File: src/dfs_pkg.sv
package dfs_pkg;

  localparam logic REQ_ARRIVE = 1'b0;
  localparam logic REQ_TICK   = 1'b1;

  localparam logic [31:0] SIGN32 = 32'h8000_0000;

  typedef enum logic [1:0] {
    PH_EMPTY = 2'd0,
    PH_READY = 2'd1,
    PH_DONE  = 2'd2
  } phase_t;

  typedef enum logic [1:0] {
    ST_IDLE   = 2'd0,
    ST_SCAN   = 2'd1,
    ST_UPDATE = 2'd2
  } state_t;

  // one task slot as kept in the slot memory
  typedef struct packed {
    logic [15:0] work;
    logic [31:0] deadline;   // two's complement
    logic [15:0] orig;
    logic [31:0] arrival;
    logic [31:0] wait_tm;
    logic        has_run;
  } slot_rec_t;

  typedef struct packed {
    logic        feasible;
    logic        better;
    logic [31:0] dl_next;
  } eval_t;

endpackage

File: src/dfs_slot_eval.sv
module dfs_slot_eval
  import dfs_pkg::*;
(
  input  slot_rec_t   rec,
  input  logic        ready,
  input  logic        best_vld,
  input  logic [31:0] best_d,
  output eval_t       ev
);

  logic can_meet;

  // feasible: deadline non-negative and not below remaining work
  assign can_meet = ready && !rec.deadline[31] && (rec.deadline >= {16'd0, rec.work});

  always_comb begin
    ev.feasible = can_meet;
    // strict compare keeps the lowest slot on a tie
    ev.better   = can_meet && (!best_vld || (rec.deadline < best_d));
    ev.dl_next  = (rec.deadline == SIGN32) ? rec.deadline : rec.deadline - 32'd1;
  end

endmodule

File: src/deadline_feasible_scheduler_top.sv
// Earliest-deadline scheduler over SLOTS task slots, one tick of work per tick item.
// Input: an item is taken at a rising edge with start high and busy low.
//   req_type arrival loads slot with service_time and rel_deadline, stamped with
//   the current time, and gives no result. An arrival to a slot at or beyond
//   SLOTS is dropped.
//   req_type tick scans every slot, runs at most one task, and reports.
// Output: done is high for exactly one cycle with the tick's result on
//   tick_time, ran_valid, ran_slot, finished, turnaround, first_wait, deadline_met.
//   The receiver cannot stall; the result is simply presented for that cycle.
// Sequence: a tick keeps busy high while it scans the slots and updates the chosen
//   one; done is high in the first cycle with busy low, which is also a cycle in
//   which the next item may start. The scan reads one slot per cycle from the slot
//   memory and writes each ready slot back, through a single compare unit; then
//   the chosen slot is updated.
// Reset: all slots empty, time zero, block idle. The slot memory needs no
//   clearing since only slots marked ready by an arrival are ever used.
module deadline_feasible_scheduler_top
  import dfs_pkg::*;
#(
  parameter int SLOTS = 16
)(
  input  logic        clk,
  input  logic        rst,
  input  logic        start,
  output logic        busy,
  input  logic        req_type,
  input  logic [3:0]  slot,
  input  logic [15:0] service_time,
  input  logic [15:0] rel_deadline,
  output logic        done,
  output logic [31:0] tick_time,
  output logic        ran_valid,
  output logic [3:0]  ran_slot,
  output logic        finished,
  output logic [31:0] turnaround,
  output logic [31:0] first_wait,
  output logic        deadline_met
);

  localparam int IW = (SLOTS > 1) ? $clog2(SLOTS) : 1;
  localparam int CW = $clog2(SLOTS + 1);

  state_t state, state_next;

  logic [31:0]   now;
  phase_t        phase [SLOTS];
  slot_rec_t     mem [SLOTS];
  slot_rec_t     rdata;

  logic [CW-1:0] cnt;
  logic          eval_vld;
  logic [IW-1:0] eval_idx;

  logic          best_vld;
  logic [IW-1:0] best_idx;
  logic [31:0]   best_d;
  slot_rec_t     best_rec;
  logic          fb_vld;
  logic [IW-1:0] fb_idx;
  slot_rec_t     fb_rec;

  logic          accept;
  logic          arrive_ok;
  logic [IW-1:0] arrive_idx;
  logic          rd_en;
  logic          eval_ready;
  eval_t         ev;
  slot_rec_t     scan_rec;

  logic          pick_vld;
  logic [IW-1:0] pick_idx;
  slot_rec_t     pick_rec;
  logic [15:0]   work_dec;
  logic          fin;
  logic [31:0]   wait_new;
  logic [31:0]   turn;
  logic          met;
  slot_rec_t     upd_rec;

  logic          we;
  logic [IW-1:0] waddr;
  slot_rec_t     wdata;

  assign accept     = start && !busy;
  assign arrive_ok  = accept && (req_type == REQ_ARRIVE) && (32'(slot) < SLOTS);
  assign arrive_idx = IW'(slot);

  // ---------------- sequencer ----------------
  always_comb begin
    state_next = state;
    unique case (state)
      ST_IDLE:   if (accept && req_type == REQ_TICK) state_next = ST_SCAN;
      ST_SCAN:   if (cnt == CW'(SLOTS)) state_next = ST_UPDATE;
      ST_UPDATE: state_next = ST_IDLE;
      default:   state_next = ST_IDLE;
    endcase
  end

  always_comb begin
    busy  = 1'b1;
    rd_en = 1'b0;
    unique case (state)
      ST_IDLE:   busy = 1'b0;
      ST_SCAN:   rd_en = (cnt < CW'(SLOTS));
      ST_UPDATE: busy = 1'b1;
      default:   busy = 1'b1;
    endcase
  end

  // ---------------- slot evaluation ----------------
  assign eval_ready = eval_vld && (phase[eval_idx] == PH_READY);

  dfs_slot_eval u_eval (
    .rec      (rdata),
    .ready    (eval_ready),
    .best_vld (best_vld),
    .best_d   (best_d),
    .ev       (ev)
  );

  // deadlines of all ready slots drop during the scan; selection uses the old value
  always_comb begin
    scan_rec          = rdata;
    scan_rec.deadline = ev.dl_next;
  end

  // ---------------- chosen task update ----------------
  assign pick_vld = best_vld || fb_vld;
  assign pick_idx = best_vld ? best_idx : fb_idx;
  assign pick_rec = best_vld ? best_rec : fb_rec;

  always_comb begin
    work_dec = (pick_rec.work == 16'd0) ? 16'd0 : pick_rec.work - 16'd1;
    fin      = pick_vld && (work_dec == 16'd0);
    wait_new = pick_rec.has_run ? pick_rec.wait_tm : now - pick_rec.arrival;
    turn     = now + 32'd1 - pick_rec.arrival;
    met      = (turn <= {16'd0, pick_rec.orig});
    upd_rec          = pick_rec;
    upd_rec.work     = work_dec;
    upd_rec.wait_tm  = wait_new;
    upd_rec.has_run  = 1'b1;
  end

  // ---------------- memory write select ----------------
  always_comb begin
    we    = 1'b0;
    waddr = eval_idx;
    wdata = scan_rec;
    priority if (arrive_ok) begin
      we            = 1'b1;
      waddr         = arrive_idx;
      wdata.work    = service_time;
      wdata.deadline = {16'd0, rel_deadline};
      wdata.orig    = rel_deadline;
      wdata.arrival = now;
      wdata.wait_tm = 32'd0;
      wdata.has_run = 1'b0;
    end else if (state == ST_SCAN && eval_ready) begin
      we = 1'b1;
    end else if (state == ST_UPDATE && pick_vld) begin
      we    = 1'b1;
      waddr = pick_idx;
      wdata = upd_rec;
    end
  end

  always_ff @(posedge clk) begin
    if (we) mem[waddr] <= wdata;
    if (rd_en) rdata <= mem[cnt[IW-1:0]];
  end

  // ---------------- control registers ----------------
  always_ff @(posedge clk) begin
    if (rst) begin
      state    <= ST_IDLE;
      now      <= 32'd0;
      cnt      <= '0;
      eval_vld <= 1'b0;
      best_vld <= 1'b0;
      fb_vld   <= 1'b0;
      done     <= 1'b0;
      for (int i = 0; i < SLOTS; i++) phase[i] <= PH_EMPTY;
    end else begin
      state    <= state_next;
      eval_vld <= rd_en;
      done     <= (state == ST_UPDATE);
      if (arrive_ok) phase[arrive_idx] <= PH_READY;
      if (state == ST_IDLE) begin
        cnt      <= '0;
        best_vld <= 1'b0;
        fb_vld   <= 1'b0;
      end else if (state == ST_SCAN) begin
        if (rd_en) cnt <= cnt + CW'(1);
        if (eval_ready && !fb_vld) fb_vld <= 1'b1;
        if (ev.better) best_vld <= 1'b1;
      end else if (state == ST_UPDATE) begin
        now <= now + 32'd1;
        if (fin) phase[pick_idx] <= PH_DONE;
      end
    end
  end

  // ---------------- datapath registers ----------------
  always_ff @(posedge clk) begin
    if (rd_en) eval_idx <= cnt[IW-1:0];
    if (state == ST_SCAN && eval_ready && !fb_vld) begin
      fb_idx <= eval_idx;
      fb_rec <= scan_rec;
    end
    if (state == ST_SCAN && ev.better) begin
      best_idx <= eval_idx;
      best_d   <= rdata.deadline;
      best_rec <= scan_rec;
    end
    if (state == ST_UPDATE) begin
      tick_time    <= now;
      ran_valid    <= pick_vld;
      ran_slot     <= pick_vld ? 4'(pick_idx) : 4'd0;
      finished     <= fin;
      turnaround   <= fin ? turn : 32'd0;
      first_wait   <= fin ? wait_new : 32'd0;
      deadline_met <= fin && met;
    end
  end

  // ---------------- checks ----------------
  a_done_after_update: assert property (@(posedge clk) disable iff (rst)
    done |-> $past(state == ST_UPDATE))
    else $error("result strobe without an update step");

  a_done_single: assert property (@(posedge clk) disable iff (rst)
    done |=> !done)
    else $error("result strobe longer than one cycle");

  a_tick_starts_scan: assert property (@(posedge clk) disable iff (rst)
    (accept && req_type == REQ_TICK) |=> (state == ST_SCAN && cnt == '0))
    else $error("tick item did not start a scan");

  a_finish_needs_run: assert property (@(posedge clk) disable iff (rst)
    (done && finished) |-> ran_valid)
    else $error("task finished without running");

  a_quiet_when_unfinished: assert property (@(posedge clk) disable iff (rst)
    (done && !finished) |-> (!deadline_met && turnaround == 32'd0 && first_wait == 32'd0))
    else $error("completion fields set on an unfinished tick");

endmodule
File: config.mk
export PLATFORM = sky130hd
export DESIGN_NAME = deadline_feasible_scheduler_top
export DESIGN_NICKNAME = d
export VERILOG_FILES = /design/src/dfs_pkg.sv /design/src/dfs_slot_eval.sv /design/src/deadline_feasible_scheduler_top.sv
export SDC_FILE = /design/constraint.sdc
export NUM_CORES = 2
export LEC_CHECK = 0
export BUFFER_PORTS_ARGS = -buffer_cell sky130_fd_sc_hd__buf_2
export CELL_PAD_IN_SITES_DETAIL_PLACEMENT = 0
export CELL_PAD_IN_SITES_GLOBAL_PLACEMENT = 1
export CORE_MARGIN = 5
export CORE_UTILIZATION = 40
export CTS_CLUSTER_DIAMETER = 150
export CTS_CLUSTER_SIZE = 14
export DETAILED_ROUTE_END_ITERATION = 16
export HOLD_SLACK_MARGIN = 0.05
export PLACE_DENSITY = 0.66
export SYNTH_ARGS = -nofsm -noshare
export SYNTH_HDL_FRONTEND = slang
export SYNTH_SLANG_ARGS = --single-unit
File: constraint.sdc
create_clock -name clk -period 13.6 [get_ports clk]
set_input_delay 4.08 -clock clk [delete_from_list [all_inputs] [get_ports clk]]
set_output_delay 4.08 -clock clk [all_outputs]
set_load 0.02 [all_outputs]
Word-level counts from Yosys, hierarchy flattened
Memory sizes are Yosys's and may differ from the RTL's. A register that Yosys moved wholly into a read port is not among the register bits.
Index checks and enable logic that the tools add are counted.
Storage, ports and cells
  register bits after elaboration: 448
  latch bits: 0
  memory bits (writable): 2096
  memory bits (read-only): 0
  input bits: 40
  memories kept: 2
Operators by class
  $add $sub $neg: 6
  $mul: 0
  div/mod/pow operators: 0
  $lt $le $gt $ge: 4
  eq/ne operators: 7
  shift operators: 0
  muxes and demuxes: 39
  bitwise logic cells: 3
  reductions and logical operators: 30
Memory list
  mem: depth 16, bits a word 129, read ports 1, clocked after Yosys merged registers in 1, write ports 1, line deadline_feasible_scheduler_top.sv:47  | slot_rec_t mem [SLOTS];
  phase: depth 16, bits a word 2, read ports 1, clocked after Yosys merged registers in 1, write ports 16, line deadline_feasible_scheduler_top.sv:46  | phase_t phase [SLOTS];
Operators with widths (count)
  $mux W129: 4
  $mux W32: 2
  $sub A32 B32 Y32: 2
  $add A32 B1 Y32 const B: 1
  $eq A32 B32 Y1 const B: 1
  $ge A32 B16 Y1: 1
  $le A32 B16 Y1: 1
  $logic_not A16 Y1: 2
  $lt A32 B32 Y1: 1
  $sub A32 B1 Y32 const B: 1
  $mux W4: 7
  $mux W1: 20
  $mux W16: 1
  $sub A16 B1 Y16 const B: 1
  $logic_and A1 B1 Y1: 14
  $mux W2: 4
  $reduce_and A2 Y1: 4
  $reduce_or A2 Y1: 3
  $add A5 B1 Y5 const B: 1
  $eq A5 B5 Y1 const B: 1
  $lt A5 B5 Y1 const B: 1
  $eq A2 B1 Y1 const B: 2
  $pmux W2 S2: 1
  $logic_not A1 Y1: 3
  other kinds (7): 10

Depth between registers and ports, before layout
  depth in word-level cells: 13
  mapped depth: 30
  depth with buffers taken out: 24

By module
A second synthesis with hierarchy kept.
Unflattened totals
  cell total of the unflattened synthesis: 5324
  area total of the unflattened synthesis: 107277.9 um^2
Modules (own cells, without submodules)
  deadline_feasible_scheduler_top: instances 1, cells an instance 5064, area each 105442.4 um^2, sequential area each 79916.6 um^2
  dfs_slot_eval: instances 1, cells an instance 260, area each 1835.5 um^2, sequential area each 0.0 um^2

Least setup slack after synthesis
OpenSTA, ideal clock, no wires.
  path kind: input -> register
  start: in req_type
  end: mem mem[11][0] (netlist bit), enable pin
  setup time: 0.619 ns
  data arrival time: 10.620 ns
  data required time: 12.981 ns
  setup slack: 2.360 ns
  stages: 7
  cells stage by stage: nor3b_1 > clkbuf_1 > clkbuf_1 > nand2_1 > o21ai_0 > nand2_1 > nor2_1
Between the ends
  longest elaborated chain between the ends: 5
  elaborated cells between the ends (all ways): 6
  those cells by class: mux: 4; bitwise: 1; reduce/logical: 1
Ends and longest elaborated chain
  start: declaration: line deadline_feasible_scheduler_top.sv:26  | input logic req_type,
  $not A1 Y1 (*): line deadline_feasible_scheduler_top.sv:85  | assign arrive_ok = accept && (req_type == REQ_ARRIVE) && (32'(slot) < SLOTS);
  $logic_and A1 B1 Y1 (*): line deadline_feasible_scheduler_top.sv:85
  $mux W1: line deadline_feasible_scheduler_top.sv:149  | priority if (arrive_ok) begin
  $mux W1: line deadline_feasible_scheduler_top.sv:168  | if (we) mem[waddr] <= wdata;
  $mux W1 (not written as such): line deadline_feasible_scheduler_top.sv:168
  end: declaration: line deadline_feasible_scheduler_top.sv:47
Mark *: on every way between the ends. The rest lies on a longest branch, timed or not.

Worst setup path in the final report
  start: in req_type
  end: mem mem[15][77] (netlist bit), enable pin
Same word-level chain as after synthesis.

==> flow_summary.toml <==
[run_status]
status = "complete, no violations"

[drt]
via_per_inst = 5.751
highest_layer = "met4"
wl_met2_mm = 135.5
drtIter0Drc = 6031
ant_nets = 0
met1Wirelength_mm = 120.1
met3_length_mm = 15.10
route.detailed.drc = 0
wl_per_cell_um = 29.61
wl_mm = 277.7
vias = 53950
dr.pass1.iters = 5

[placed_design]
dp_hpwl_mm = 154.7
numPortBuffers = 144
finalWeightedCongestion = 0.8214

[clocking]
post_cts_buffers = 0
htreeDepth = 4
clock_latency_ps = 860
cts_buffer_depth = 3
cts.sinks = 2677
clockRootBuffer = "clkbuf_16"
cts_buffers = 209
clk_pin_slew_worst_paths_ps = 70
cts_tree = "done"
post_cts_resized = 0
cts_hold_buf = 0

[layout]
fin_util_pct = 44.56
areaGrowthSynthToFinish_pct = 10.79
nets = 5912
drive_gt1_share_pct = 21.97

[timing]
finalClockSkew_ps = 39.54
tns_ps = 0
max_freq_mhz = 137.5
maxSlewHeadroom_pct = 18.50
hold_viol_final = 0
rsz0062_at_grt = "no"
drv_slew = 0
period_share_pct = 53.47
fin_hold_ws_ps = 462.4
finalSetupViolations = 0
worst_pin_slew_ps = 1223
fin_crit_ps = 7272

[pwr]
swShare_pct = 20.23
power_density_mw_per_mm2 = 126.7
p_sw_uw = 3063
p_int_uw = 12080
clock_power_share_pct = 36.7
total_power_uw = 15140
power_frac_comb_pct = 2.6
power_frac_seq_pct = 60.7
p_leak_uw = 0.03678
vdd_ir_drop_max_mv = 0.1139

[floorplanning]
dieHeight_um = 529.2
std_cell_rows = 190
dieArea_mm2 = 0.2801
coreArea_mm2 = 0.2682
die_x_um = 529.2
start_util_pct = 40.21
ios = 145

[worst_setup_path]
startpoint = "req_type"
path_class = "in -> reg"
arrival_ps = 7730
cp-end-kind = "register"
timing.rr.start = "best_vld"
start_kind = "input port"
required_ps = 14060
worstRegToRegCells = 20
crit_fanout = 33
r2r_end = "deadline_met"
rrSetupSlack_ps = 6850

[worst_hold_path]
hold_end = "best_rec[59]"
hold_class = "reg -> reg"
hp-start = "rdata[59]"
hold_depth = 0

[grt]
grt_pass1_vias = 54950
overflow = 0
grt_start_max_net_pins = 158
antenna_found_initial = 7
grt_pass1_wl_mm = 401.1
grtUsageTotal_pct = 19.72

[yosys]
yosysTopAreaCellShare_pct = 73.24
synth_top_cell_by_area = "edfxtp_1"
netlist_instances = 5474
yosysUniqueCellTypes = 91
avgSynthCellArea_um2 = 19.70
synth_top_flop_cell = "edfxtp_1"
ys_seq_area_share_pct = 74.11
ys_top_cells_by_area = "edfxtp_1, mux4_2, ha_1"
synth-edff-count = 2630
syn_nets = 5641
ys_ff_latch = 2677
syn-cell-area_mm2 = 0.1078
synthArstFlopShare_pct = 0
yosys_warnings = 0

[job]
maxCapViolCount = 0
## state kept, by name, indices dropped and copies added (netlist names), 2 cells and up, named ones only
| register | count |
|---|---|
| best_d | 32 |
| best_idx | 4 |
| best_rec | 129 |
| cnt | 5 |
| eval_idx | 4 |
| fb_idx | 4 |
| fb_rec | 129 |
| first_wait | 32 |
| mem | 2064 |
| now | 32 |
| phase | 32 |
| ran_slot | 4 |
| rdata | 129 |
| state | 2 |
| tick_time | 32 |
| turnaround | 32 |
## worst max-delay path, cell delays in order
cell and delay [ps]:
buf_2 120, nor3b_2 160, buf_4 460, nand2_1 110, o21ai_0 210, nand2_1 370, nor2_4 780, buf_4 660
buf_4 680
## placed cells by master, fill, tap and decap left out, types with 10 or more instances in the layout
master        n
clkbuf_1     66
ha_1        125
nand4_1      22
or4_1        10
nand3b_1     11
xnor2_1      83
o211ai_1     16
nor2b_1      31
dfxtp_1      42
o21bai_1     22
and3_1       18
a21o_1       61
or3_1        19
xor2_1       61
o21ai_0     175
a21oi_1     131
a211oi_1     45
nand3_1      39
inv_1        85
o21a_1       12
and2_1       28
nor3_1       55
nor2_1      226
edfxtp_1   2630
a31oi_1      16
mux2_2       17
nor4_1       20
nand2_1     233
mux2i_1     129
buf_12       19
mux4_2      646
nand2b_1     20
buf_4       162
clkbuf_16   211
nor2_4       18
buf_2       145
## worst max path at each step
stage          slack, ps  cells past startpoint      endpoint
5_1_grt             6180                      9   mem[15][87]
3_5_place_dp        5500                      9  mem[15][104]
2_1_floorplan       2360                      7    mem[11][0]
3_3_place_gp        5480                      9   mem[15][87]
4_1_cts             6400                      9   mem[15][86]
6_report            6330                      9   mem[15][77]
## stage by stage
stage | worst slack, ps | area, µm² | std cells
after floorplan | 2360 | 107800 | 5474
after global placement | 5482 | 113800 | 9085
after detailed placement | 5499 | 113800 | 9086
after CTS | 6400 | 119500 | 9374
after global routing | 6175 | 119500 | 9376
final | 6328 | 119500 | 9381
## power by group through the flow
stage / sequential [µW] / clock, µW / combinational, µW
detailed placement: 9370 / 0 / 391
global placement: 9370 / 0 / 376
CTS: 9190 / 5700 / 391
finish: 9190 / 5560 / 388
floorplan: 9370 / 0 / 214
global route: 9190 / 6020 / 421
## synth_stat cells, types with 11 or more instances
master,n
dfxtp_1,47
or4_1,11
inv_1,86
mux4_2,646
nor2b_1,32
nand4_1,22
o21a_1,12
edfxtp_1,2630
a211oi_1,45
nor4_1,20
buf_1,64
xnor2_1,83
o21bai_1,22
a21o_1,61
mux2i_1,130
nand2_1,234
a21oi_1,131
nand2b_1,21
nor2_1,244
and2_1,28
a31oi_1,16
nand3_1,39
and3_1,18
clkbuf_1,185
xor2_1,61
o211ai_1,16
ha_1,125
or3_1,19
mux2_2,17
o21ai_0,184
nand3b_1,11
nor3_1,55
## kinds of logic after synthesis
family	Yosys count	share of synthesized area, %
DFF	2677	74.11
and+or+nand+nor	808	3.673
muxes	794	14.89
AOI/OAI and AO/OA	565	3.333
buffers and inverters	352	1.262
xor gates and xnor gates	145	1.190
adders and majority gates	133	1.544
## area by class of cell
type,instances,area [µm²]
Antenna cell,7,17.52
Clock buffer,277,5528
Clock inverter,11,170.2
Fill cell,22820,148700
Inverter,86,327.8
Multi-Input combinational cell,2445,26730
Sequential cell,2677,79940
Tap cell,3552,4444
Timing Repair Buffer,326,2322
## per-layer routing
metal / GRT usage, % / vias up
li1: - / 22820
met1: 28.31 / 29070
met2: 32.26 / 1725
met3: 2.319 / 338
met4: 5.150 / 0
met5: 0 / -
Note: power is estimated with default switching activity, not from simulation.
